### src/design/sfcf_pkg.sv
`timescale 1ns / 1ps
// ----------------------------------------------------------------------------
// SPI NOR command framer package
// Command, status and frame-kind codes, flash opcodes and the frame word
// that passes from the decoder to the serializer.
// ----------------------------------------------------------------------------
package sfcf_pkg;

   localparam int MaxWords    = 5;
   localparam int WordIdxW    = 3;
   localparam int PageBytesDef = 256;
   localparam int DevBytesW   = 25;
   localparam logic [DevBytesW-1:0] DevBytesReset = 25'h100_0000;

   localparam logic [7:0] OP_WREN  = 8'h06;
   localparam logic [7:0] OP_WRDI  = 8'h04;
   localparam logic [7:0] OP_RDSR  = 8'h05;
   localparam logic [7:0] OP_RDID  = 8'h9F;
   localparam logic [7:0] OP_READ  = 8'h03;
   localparam logic [7:0] OP_SE    = 8'h20;
   localparam logic [7:0] OP_CE    = 8'hC7;
   localparam logic [7:0] OP_PP    = 8'h02;
   localparam logic [7:0] OP_DUMMY = 8'hA5;

   typedef enum logic [3:0] {
      CMD_WRITE_EN     = 4'd0,
      CMD_WRDI         = 4'd1,
      CMD_READ_STATUS  = 4'd2,
      CMD_READ_ID      = 4'd3,
      CMD_READ_START   = 4'd4,
      CMD_SECTOR_ERASE = 4'd5,
      CMD_CHIP_ERASE   = 4'd6,
      CMD_PROG_START   = 4'd7,
      CMD_PROG_BYTE    = 4'd8,
      CMD_READ_BYTE    = 4'd9
   } cmd_type;

   typedef enum logic [1:0] {
      STATUS_OK       = 2'd0,
      STATUS_NO_FRAME = 2'd1,
      STATUS_RANGE    = 2'd2,
      STATUS_OPEN     = 2'd3
   } status_type;

   typedef enum logic [1:0] {
      KIND_NONE = 2'd0,
      KIND_READ = 2'd1,
      KIND_PROG = 2'd2,
      KIND_STAT = 2'd3
   } kind_type;

   // All words a request produces; word 0 goes out first.
   typedef struct packed {
      logic [MaxWords-1:0][7:0] words;
      logic [MaxWords-1:0]      ends;
      logic [WordIdxW-1:0]      count;
      status_type               status;
   } frame_type;

endpackage

### src/design/sfcf_decode.sv
`timescale 1ns / 1ps
// ----------------------------------------------------------------------------
// SPI NOR command framer decoder
// Tracks the open chip-select frame and the page count, checks the request
// and builds the full word list of its frame in one pass.
// ----------------------------------------------------------------------------
module sfcf_decode #(
   parameter int PageBytes = sfcf_pkg::PageBytesDef
) (
   input  logic                           clock,
   input  logic                           reset,
   input  logic                           csr_write,
   input  logic [sfcf_pkg::DevBytesW-1:0] csr_device_bytes,
   input  logic                           req_fire,
   input  logic [3:0]                     req_command,
   input  logic [23:0]                    req_address,
   input  logic [7:0]                     req_data,
   input  logic                           req_close_after,
   output sfcf_pkg::frame_type            frame
);
   import sfcf_pkg::*;

   localparam int CntW = $clog2(PageBytes + 1);

   logic [DevBytesW-1:0] dev_bytes_ff;
   kind_type             kind_ff, kind_in;
   logic [CntW-1:0]      page_cnt_ff, page_cnt_in;
   logic [CntW-1:0]      page_cnt_inc;
   logic                 needs_addr;
   logic                 addr_bad;
   logic [7:0]           a2, a1, a0;

   assign a2 = req_address[23:16];
   assign a1 = req_address[15:8];
   assign a0 = req_address[7:0];
   assign page_cnt_inc = page_cnt_ff + CntW'(1);
   assign needs_addr = (req_command == CMD_READ_START) ||
                       (req_command == CMD_SECTOR_ERASE) ||
                       (req_command == CMD_PROG_START);
   assign addr_bad = {1'b0, req_address} >= dev_bytes_ff;

   always_comb begin
      frame       = '0;
      frame.count = WordIdxW'(1);
      kind_in     = kind_ff;
      page_cnt_in = page_cnt_ff;
      priority if (req_command > CMD_READ_BYTE) begin
         frame.status = STATUS_NO_FRAME;
      end else if (req_command <= CMD_PROG_START && kind_ff != KIND_NONE) begin
         frame.status = STATUS_OPEN;
      end else if (needs_addr && addr_bad) begin
         frame.status = STATUS_RANGE;
      end else begin
         unique case (req_command)
            CMD_WRITE_EN: begin
               frame.words[0] = OP_WREN;
               frame.ends[0]  = 1'b1;
            end
            CMD_WRDI: begin
               frame.words[0] = OP_WRDI;
               frame.ends[0]  = 1'b1;
            end
            CMD_READ_STATUS: begin
               frame.words[0] = OP_RDSR;
               kind_in        = KIND_STAT;
            end
            CMD_READ_ID: begin
               frame.words = {OP_DUMMY, OP_DUMMY, OP_DUMMY, OP_DUMMY, OP_RDID};
               frame.ends[3] = 1'b1;
               frame.count   = WordIdxW'(4);
            end
            CMD_READ_START: begin
               frame.words = {8'h00, a0, a1, a2, OP_READ};
               frame.count = WordIdxW'(4);
               kind_in     = KIND_READ;
            end
            CMD_SECTOR_ERASE: begin
               frame.words   = {a0, a1, a2, OP_SE, OP_WREN};
               frame.ends[0] = 1'b1;
               frame.ends[4] = 1'b1;
               frame.count   = WordIdxW'(5);
            end
            CMD_CHIP_ERASE: begin
               frame.words   = {8'h00, 8'h00, 8'h00, OP_CE, OP_WREN};
               frame.ends[0] = 1'b1;
               frame.ends[1] = 1'b1;
               frame.count   = WordIdxW'(2);
            end
            CMD_PROG_START: begin
               frame.words   = {a0, a1, a2, OP_PP, OP_WREN};
               frame.ends[0] = 1'b1;
               frame.count   = WordIdxW'(5);
               kind_in       = KIND_PROG;
               page_cnt_in   = '0;
            end
            CMD_PROG_BYTE: begin
               if (kind_ff != KIND_PROG) begin
                  frame.status = STATUS_NO_FRAME;
               end else if (req_close_after ||
                            page_cnt_inc >= CntW'(PageBytes)) begin
                  // close on request or when the page is full
                  frame.words[0] = req_data;
                  frame.ends[0]  = 1'b1;
                  kind_in        = KIND_NONE;
                  page_cnt_in    = '0;
               end else begin
                  frame.words[0] = req_data;
                  page_cnt_in    = page_cnt_inc;
               end
            end
            CMD_READ_BYTE: begin
               if (kind_ff != KIND_READ && kind_ff != KIND_STAT) begin
                  frame.status = STATUS_NO_FRAME;
               end else begin
                  frame.words[0] = OP_DUMMY;
                  frame.ends[0]  = req_close_after;
                  if (req_close_after) begin
                     kind_in = KIND_NONE;
                  end
               end
            end
            default: begin
               frame.status = STATUS_NO_FRAME;
            end
         endcase
      end
   end

   always_ff @(posedge clock) begin
      if (reset) begin
         dev_bytes_ff <= DevBytesReset;
         kind_ff      <= KIND_NONE;
         page_cnt_ff  <= '0;
      end else begin
         if (csr_write) begin
            dev_bytes_ff <= csr_device_bytes;
         end
         if (req_fire) begin
            kind_ff     <= kind_in;
            page_cnt_ff <= page_cnt_in;
         end
      end
   end

endmodule

### src/design/sfcf_burst.sv
`timescale 1ns / 1ps
// ----------------------------------------------------------------------------
// SPI NOR command framer serializer
// Holds one decoded frame and moves its words, one per cycle while the result
// register is empty or being taken, into the result register.
// ----------------------------------------------------------------------------
module sfcf_burst (
   input  logic                clock,
   input  logic                reset,
   input  logic                in_valid,
   output logic                in_ready,
   input  sfcf_pkg::frame_type frame,
   output logic                rsp_valid,
   input  logic                rsp_ready,
   output logic [7:0]          rsp_mosi_byte,
   output logic                rsp_frame_end,
   output logic [1:0]          rsp_status,
   output logic                rsp_last
);
   import sfcf_pkg::*;

   frame_type           frame_ff;
   logic [WordIdxW-1:0] idx_ff;
   logic                busy_ff;
   logic                valid_ff;
   logic [7:0]          byte_ff;
   logic                end_ff;
   status_type          status_ff;
   logic                last_ff;
   logic                out_free;
   logic                emit;
   logic                at_last;
   logic                load;

   assign out_free = !valid_ff || rsp_ready;
   assign emit     = busy_ff && out_free;
   assign at_last  = idx_ff == frame_ff.count - WordIdxW'(1);
   assign in_ready = !busy_ff || (emit && at_last);
   assign load     = in_valid && in_ready;

   always_ff @(posedge clock) begin
      if (reset) begin
         busy_ff  <= 1'b0;
         valid_ff <= 1'b0;
         idx_ff   <= '0;
      end else begin
         if (load) begin
            busy_ff <= 1'b1;
            idx_ff  <= '0;
         end else if (emit && at_last) begin
            busy_ff <= 1'b0;
         end else if (emit) begin
            idx_ff <= idx_ff + WordIdxW'(1);
         end
         if (emit) begin
            valid_ff <= 1'b1;
         end else if (rsp_ready) begin
            valid_ff <= 1'b0;
         end
      end
   end

   // payload: no reset needed
   always_ff @(posedge clock) begin
      if (load) begin
         frame_ff <= frame;
      end
      if (emit) begin
         byte_ff   <= frame_ff.words[idx_ff];
         end_ff    <= frame_ff.ends[idx_ff];
         status_ff <= frame_ff.status;
         last_ff   <= at_last;
      end
   end

   assign rsp_valid     = valid_ff;
   assign rsp_mosi_byte = byte_ff;
   assign rsp_frame_end = end_ff;
   assign rsp_status    = status_ff;
   assign rsp_last      = last_ff;

endmodule

### src/design/spi_nor_flash_command_framer_core.sv
`timescale 1ns / 1ps
// The accepted frame is registered in the serializer, then each word in the result
// register. Throughput: one result word per cycle while rsp_ready does not stall;
// a request yields 1 to 5 words, so one-word requests go 1/cycle.
// Reset (synchronous, active high): no frame open, page count zero,
// device size 16 MiB, result channel empty.
// ----------------------------------------------------------------------------
// SPI NOR flash command framer
// Turns host requests into MOSI byte sequences with chip-select frame marks.
// ----------------------------------------------------------------------------
module spi_nor_flash_command_framer_core #(
   parameter int PageBytes = sfcf_pkg::PageBytesDef
) (
   input  logic                           clock,
   input  logic                           reset,
   input  logic                           csr_valid,
   output logic                           csr_ready,
   input  logic [sfcf_pkg::DevBytesW-1:0] csr_device_bytes,
   input  logic                           req_valid,
   output logic                           req_ready,
   input  logic [3:0]                     req_command,
   input  logic [23:0]                    req_address,
   input  logic [7:0]                     req_data,
   input  logic                           req_close_after,
   output logic                           rsp_valid,
   input  logic                           rsp_ready,
   output logic [7:0]                     rsp_mosi_byte,
   output logic                           rsp_frame_end,
   output logic [1:0]                     rsp_status,
   output logic                           rsp_last
);
   import sfcf_pkg::*;

   frame_type frame;
   logic      req_fire;

   assign csr_ready = 1'b1;
   assign req_fire  = req_valid && req_ready;

   sfcf_decode #(
      .PageBytes(PageBytes)
   ) u_decode (
      .clock           (clock),
      .reset           (reset),
      .csr_write       (csr_valid && csr_ready),
      .csr_device_bytes(csr_device_bytes),
      .req_fire        (req_fire),
      .req_command     (req_command),
      .req_address     (req_address),
      .req_data        (req_data),
      .req_close_after (req_close_after),
      .frame           (frame)
   );

   sfcf_burst u_burst (
      .clock        (clock),
      .reset        (reset),
      .in_valid     (req_valid),
      .in_ready     (req_ready),
      .frame        (frame),
      .rsp_valid    (rsp_valid),
      .rsp_ready    (rsp_ready),
      .rsp_mosi_byte(rsp_mosi_byte),
      .rsp_frame_end(rsp_frame_end),
      .rsp_status   (rsp_status),
      .rsp_last     (rsp_last)
   );

endmodule

### config.mk
export PLATFORM = sky130hd
export DESIGN_NAME = spi_nor_flash_command_framer_core
export DESIGN_NICKNAME = d
export VERILOG_FILES = /design/src/design/sfcf_pkg.sv /design/src/design/sfcf_decode.sv /design/src/design/sfcf_burst.sv /design/src/design/spi_nor_flash_command_framer_core.sv
export SDC_FILE = /design/constraint.sdc
export NUM_CORES = 1
export LEC_CHECK = 0
export ABC_AREA = 1
export CAP_MARGIN = 20
export CORE_MARGIN = 2
export CORE_UTILIZATION = 34
export DETAILED_ROUTE_END_ITERATION = 12
export DONT_BUFFER_PORTS = 1
export HOLD_SLACK_MARGIN = 0.03
export SYNTH_ARGS = -nofsm -noshare
export SYNTH_HDL_FRONTEND = slang
export SYNTH_SLANG_ARGS = --single-unit
### constraint.sdc
create_clock -name clock -period 2.6 [get_ports clock]
set_input_delay 0.26 -clock clock [delete_from_list [all_inputs] [get_ports clock]]
set_output_delay 0.26 -clock clock [all_outputs]
set_load 0.05 [all_outputs]
Yosys cells after proc, flatten, opt, wreduce, memory -nomap -nowiden
Index checks and enable logic that the tools add are counted.

$lt $le $gt $ge: 5. $add $sub $neg: 3. Mux-type cells: 33. Div/mod/pow operators: 0. Shift-type cells: 0. Bitwise operators: 4. Reductions and logical operators: 30. Multipliers: 0. Equality and inequality tests: 17.

Operators by type and width (count): $pmux W32 S5 (1); $pmux W8 S7 (1); $ge A24 B25 Y1 (1); $bmux W8 S3 (1); $mux W8 (3); $mux W9 (2); $pmux W9 S2 (1); $eq A4 B3 Y1 const B (4); $mux W1 (13); $mux W2 (6); $ne A2 B2 Y1 const B (5); $pmux W2 S5 (1); $add A9 B1 Y9 const B (1); $ge A9 B9 Y1 const B (1); $pmux W3 S3 (1); $reduce_and A9 Y1 (1); $eq A4 B2 Y1 const B (2); $eq A4 B4 Y1 const B (2); $reduce_bool A2 Y1 (4); $reduce_or A2 Y1 (4); $reduce_or A8 Y1 (1); $logic_and A1 B1 Y1 (6); $pmux W2 S3 (1); $reduce_and A6 Y1 (1); other kinds (19) (28).

Bits in registers: 102. RAM bits: 0. Bits in latches: 0. Memories: 0. Output and inout bits: 15. ROM bits: 0.

Logic depth before layout (Yosys ltp)
Word-level depth: 7. Mapped depth: 16. Depth with buffers taken out: 15.

Modules after synthesis
A second synthesis with hierarchy kept.

Cells, all modules: 676. Area, all modules: 5677.9 um^2.

Modules (own cells, without submodules): sfcf_decode (sequential area each 720.7 um^2, instances 1, area an instance 3094.2 um^2, cells each 479); sfcf_burst (sequential area each 1961.9 um^2, instances 1, area an instance 2565.0 um^2, cells each 193); spi_nor_flash_command_framer_core (sequential area each 0.0 um^2, instances 1, area an instance 18.8 um^2, cells each 4).

Least setup slack after synthesis
OpenSTA, ideal clock, no wires.

Path type: flip-flop to flip-flop. Start point: register u_burst.frame_ff[2] (netlist name). End point: register u_burst.frame_ff[0] (netlist name) (enable). Period minus slack after synthesis: 2.764 ns. Arrival time: 2.360 ns. Cell stages (with the launch flop): 9. Setup slack: -0.164 ns. Setup time: 0.403 ns. Path buffers: 0. Data required time: 2.197 ns. Cells stage by stage: edfxtp_1 inv_1 ha_1 xnor2_1 nor2_2 nand3_1 nand2_2 nand2_4 inv_1.

Longest elaborated chain between the ends: 5.

Ends and longest elaborated chain: from (decl) (RTL line sfcf_burst.sv:22) `frame_type frame_ff;`; from (signal assigned) (RTL line sfcf_burst.sv:66) `frame_ff <= frame;`; $sub A3 B1 Y3 (RTL line sfcf_burst.sv:37) `assign at_last = idx_ff == frame_ff.count - WordIdxW'(1);`; $eq A3 B3 Y1 (RTL line sfcf_burst.sv:37); $logic_and A1 B1 Y1 (RTL line sfcf_burst.sv:38) `assign in_ready = !busy_ff || (emit && at_last);`; $logic_or A1 B1 Y1 (RTL line sfcf_burst.sv:38); net req_ready (RTL line spi_nor_flash_command_framer_core.sv:20) `output logic req_ready,`; $logic_and A1 B1 Y1; net req_fire (RTL line spi_nor_flash_command_framer_core.sv:35) `logic req_fire;`.

The timed path passes the listed nets, and every way through them passes these cells. A chain may end at the register's enable or synchronous reset.

Worst setup path in the final report
Start point: register u_decode.dev_bytes_ff[23]. End point: register u_burst.frame_ff[24] (netlist name) (data pin).

Longest elaborated chain between the ends: 3.

Ends and longest elaborated chain: from (decl) (RTL line sfcf_decode.sv:25) `logic [DevBytesW-1:0] dev_bytes_ff;`; from (signal assigned) (RTL line sfcf_decode.sv:131) `dev_bytes_ff <= DevBytesReset;`; from (signal assigned) (RTL line sfcf_decode.sv:136) `dev_bytes_ff <= csr_device_bytes;`; $ge A24 B25 Y1 (RTL line sfcf_decode.sv:40) `assign addr_bad = {1'b0, req_address} >= dev_bytes_ff;`; $logic_and A1 B1 Y1 (RTL line sfcf_decode.sv:51) `end else if (needs_addr && addr_bad) begin`; $reduce_or A3 Y1 (no source line).

No other way between the ends.

==> results.md <==
* Post-Syn Area at 5360 µm²
* Main combinational cell family by area after synthesis: simple AND/OR/NAND/NOR gates
* Fraction of synthesis flops using an asynchronous set or reset pin at 0%
* Total number of yosys warnings at 0
* Final Critical Period at 2.25 ns
* Routed Wire Length at 14.0 mm
* Path class of the lowest-slack min-delay path: in -> reg
* Slew at the pin closest to its max-slew limit at 0.780 ns
* Post-detailed-route count of antenna-violating nets at 0
* Setup slack, reg-to-reg at 0.35 ns
* Clock edge transition at the registers on the reported setup and hold paths at 0.07 ns
* Worst R2R Start: u_decode.dev_bytes_ff[23]$_SDFFE_PP0P_
* Number of buffers inserted to repair setup after CTS at 0
* Sequential share of the synthesized area at 49.5%
* Multi-input gate area at 2280 µm²
* Htree depth at 3
* Final period utilization at 86.4%
* Xor and xnor fraction of the mapped netlist area at 0.981%
* Post-Synth Simple-Gate Area at 20.1%
* Clock latency on the worst-skew pair at 0.35 ns
* Pwr dens at 632 nW/µm²
* Maximum number of pins on one net before global-route repair at 33
* Number of antenna violations at the first check in global routing at 0
* Maximum vdd ir drop at 0.330 mV
* TritonRoute pass-1 iters at 8
* Clock root cell: sky130_fd_sc_hd__clkbuf_16
* Port Buf Inserts at 0
* Reported max-cap violation count at 0
* Critical Setup Path Class: reg -> reg
* Total clock buffers created by CTS at 9
* Via total after detailed routing at 4356
* Layout cell share with drive strength beyond 1 at 6.68%
* Logic depth of the worst register-to-register path at 13
* Maximum fanout along the worst path at 27
* Synth unique cells at 41
* Storage element area at 2650 µm²
* R2r endpoint: u_burst.frame_ff[24]$_SDFFCE_PP0P_
* Max-slew headroom at 48.0%
* Hpwl dp at 10.8 mm
* Adder and majority cell fraction of the synthesized area at 6.31%
* Avg Cell Area, Syn at 8.27 µm²
* Initial core utilization at 35.0%
* Maximum clock rate at 0.445 GHz
* Count of endpoints failing hold in the final timing report at 0
* Number of flip-flops and latches in the synthesized netlist at 102
* HP Start: csr_device_bytes[24]
* Status: complete, no violations
* LEAKAGE at 2.37 nW
* Worst EP required at 2.69 ns
* Most used flip-flop cell after synthesis: sky130_fd_sc_hd__edfxtp_1
* Hold EP: u_decode.dev_bytes_ff[24]$_SDFFE_PP1P_
* Global-route wire length before repair at 22.0 mm
* Setup WS pre-CTS at 0.371 ns
* Floorplan die area at 16800 µm²
* Critical path launch point type: flip-flop
* Crit path DAT at 2.34 ns
* Tot GR Track Use at 17.1%
* Total DRC errors in the routed layout at 0
* Area of the core region at 15300 µm²
* CTS tree: done
* DR vias/cell at 5.01
* Crit end category: flip-flop
* I/O Pins at 82
* Synthesized instance count at 648
* Startpoint of the most critical setup path: u_decode.dev_bytes_ff[23]$_SDFFE_PP0P_
* Fill cell count at 1591
* Compound-Gate Fraction of Synth Area at 15.2%
* Count of final setup violators at 0
* Final setup TNS at 0 ns
* EDFF count, synth at 61
* Vias in the first global route at 4182
* Worst Skew at 0.00837 ns
* Mux cell area share after synthesis at 0%
* Net count reported at finish at 748
* Height of the die at 130 µm
* Horizontal extent of the die at 130 µm
* Fin. max-slew vios at 0
* Clk sinks at 102
* Number of buffers between clock root and the deepest sink at 2
* Unrepaired setup endpoints after global routing: false
* Final WS setup at 0.355 ns
* Hold-critical path depth at 2
* Post-detailed-route wirelength per cell at 16.1 µm
* Routability Congestion at 0.914
* Rows at 45
* Initial DRC Count at 312
* Synthesized Nets at 742
* Post-synthesis to final-layout area growth at 11.6%
* Global-route congestion overflow total at 0
* Antenna diodes at 0
## critical path, stage by stage, from the launching register on
cell	delay [ns]
sky130_fd_sc_hd__dfxtp_1	0.31
sky130_fd_sc_hd__inv_1	0.05
sky130_fd_sc_hd__ha_1	0.28
sky130_fd_sc_hd__inv_1	0.04
sky130_fd_sc_hd__nor2_1	0.11
sky130_fd_sc_hd__nand3_1	0.11
sky130_fd_sc_hd__nor2_1	0.13
sky130_fd_sc_hd__nor2b_1	0.14
sky130_fd_sc_hd__nand2_1	0.05
sky130_fd_sc_hd__nand3_1	0.08
sky130_fd_sc_hd__nand2_1	0.06
sky130_fd_sc_hd__nand2_1	0.18
sky130_fd_sc_hd__buf_4	0.33
sky130_fd_sc_hd__nor2_1	0.10
## power breakdown
group          internal, mW  total [mW]  switching [mW]
Combinational         0.156       0.457           0.301
Clock                 0.794        1.39           0.596
Sequential             1.84        1.93          0.0902
## synth_stat cells (all sizes together) (2+ instances only)
library cell / n / area share [%]
xor2: 4 / 0.65
nor3: 9 / 0.84
edfxtp: 61 / 34
nor2: 82 / 6.1
or2: 2 / 0.23
o31ai: 2 / 0.28
ha: 27 / 6.3
clkbuf: 16 / 1.1
xnor2: 2 / 0.33
a31oi: 20 / 2.3
a21o: 2 / 0.28
inv: 81 / 5.7
o21ai: 44 / 4.1
a21oi: 74 / 7.0
nand2: 131 / 9.5
a41oi: 2 / 0.33
buf: 9 / 1.0
nand3: 20 / 1.9
dfxtp: 41 / 15
nand4: 9 / 1.3
## registers in the layout (all words and copies together), names as in the netlist
| register | cells |
|---|---|
| u_decode.page_cnt_ff | 9 |
| u_decode.dev_bytes_ff | 25 |
| u_burst.rsp_valid | 1 |
| u_burst.busy_ff | 1 |
| u_burst.rsp_mosi_byte | 8 |
| u_burst.rsp_last | 1 |
| u_burst.idx_ff | 3 |
| u_decode.kind_ff | 2 |
| u_burst.rsp_frame_end | 1 |
| u_burst.frame_ff | 49 |
| u_burst.rsp_status | 2 |
## metal layers
layer / up-vias / global-route usage (%) / wire [µm]
met3: 30 / 4.58 / 800
met2: 123 / 27.8 / 6690
met4: 0 / 7.84 / 452
met5: - / 0 / 0
met1: 2013 / 21.5 / 6070
li1: 2190 / - / -
## worst max-delay path by stage
stage / cells past startpoint / endpoint
finish: 13 / u_burst.frame_ff[24]$_SDFFCE_PP0P_
global route: 13 / u_burst.frame_ff[24]$_SDFFCE_PP0P_
CTS: 12 / u_burst.frame_ff[24]$_SDFFCE_PP0P_
detailed placement: 12 / u_burst.frame_ff[24]$_SDFFCE_PP0P_
global placement: 12 / u_burst.frame_ff[28]$_SDFFCE_PP0P_
floorplan: 8 / u_burst.frame_ff[0]$_SDFFCE_PP1P_
## cell type report
| cell class | instances | area share [%] |
|---|---|---|
| multi-input cells | 439 | 38.2 |
| clock buffers | 12 | 4.29 |
| inverters | 82 | 5.21 |
| clock inverters | 4 | 0.753 |
| flip-flops and latches | 102 | 44.4 |
| repair buffers | 20 | 2.80 |
| well taps | 211 | 4.41 |
## through the flow
| stage | hold slack [ns] | utilization [%] | total power, mW | cell area [µm²] | std cells |
|---|---|---|---|---|---|
| 6_report | 0.0491 | 39.1 | 3.78 | 5980 | 870 |
| 2_1_floorplan | 0.329 | - | 2.29 | 5360 | 648 |
| 4_1_cts | 0.0316 | 39.1 | 3.81 | 5980 | 870 |
| 3_5_place_dp | 0.332 | 37.0 | 2.42 | 5660 | 852 |
| 5_1_grt | 0.0631 | 39.1 | 3.94 | 5980 | 870 |
| 3_3_place_gp | 0.331 | 37.0 | 2.41 | 5660 | 852 |
## what timing repair did
| item | 4_1_cts | 5_1_grt |
|---|---|---|
| endpoints found under the hold margin | 3 | 0 |
| hold buffers | 2 | 0 |
| resized for setup | 0 | 0 |
## kinds of logic (layout without fill, tap and decap cells)
group | count (synthesis) | after routing
AO/OA/AOI/OAI | 150 | 150
other | 1 | 1
adder cells (fa/ha/maj) | 27 | 27
flip-flops | 102 | 102
AND/OR/NAND/NOR | 255 | 255
XOR/XNOR | 6 | 6
buffers and inverters | 107 | 118
## layout by cell type (no fill, tap or decap), types with 2 or more instances in the layout
cell / netlist / final
sky130_fd_sc_hd__clkinvlp_4: 0 / 2
sky130_fd_sc_hd__buf_4: 1 / 17
sky130_fd_sc_hd__ha_1: 27 / 27
sky130_fd_sc_hd__xor2_1: 4 / 4
sky130_fd_sc_hd__nor3_1: 9 / 9
sky130_fd_sc_hd__o21ai_0: 43 / 43
sky130_fd_sc_hd__xnor2_1: 2 / 2
sky130_fd_sc_hd__clkinv_1: 1 / 3
sky130_fd_sc_hd__inv_1: 80 / 79
sky130_fd_sc_hd__nor2_2: 4 / 4
sky130_fd_sc_hd__nor2_1: 77 / 77
sky130_fd_sc_hd__clkbuf_16: 0 / 9
sky130_fd_sc_hd__dlygate4sd3_1: 0 / 2
sky130_fd_sc_hd__a21o_1: 2 / 2
sky130_fd_sc_hd__a31oi_1: 20 / 20
sky130_fd_sc_hd__nand2_1: 127 / 127
sky130_fd_sc_hd__a21oi_1: 73 / 73
sky130_fd_sc_hd__nand4_1: 8 / 8
sky130_fd_sc_hd__nand3_1: 20 / 20
sky130_fd_sc_hd__o31ai_1: 2 / 2
sky130_fd_sc_hd__a41oi_1: 2 / 2
sky130_fd_sc_hd__edfxtp_1: 61 / 61
sky130_fd_sc_hd__dfxtp_1: 41 / 41
sky130_fd_sc_hd__nand2_2: 3 / 3
sky130_fd_sc_hd__clkbuf_8: 0 / 2
(Power assumes the default switching activity.)
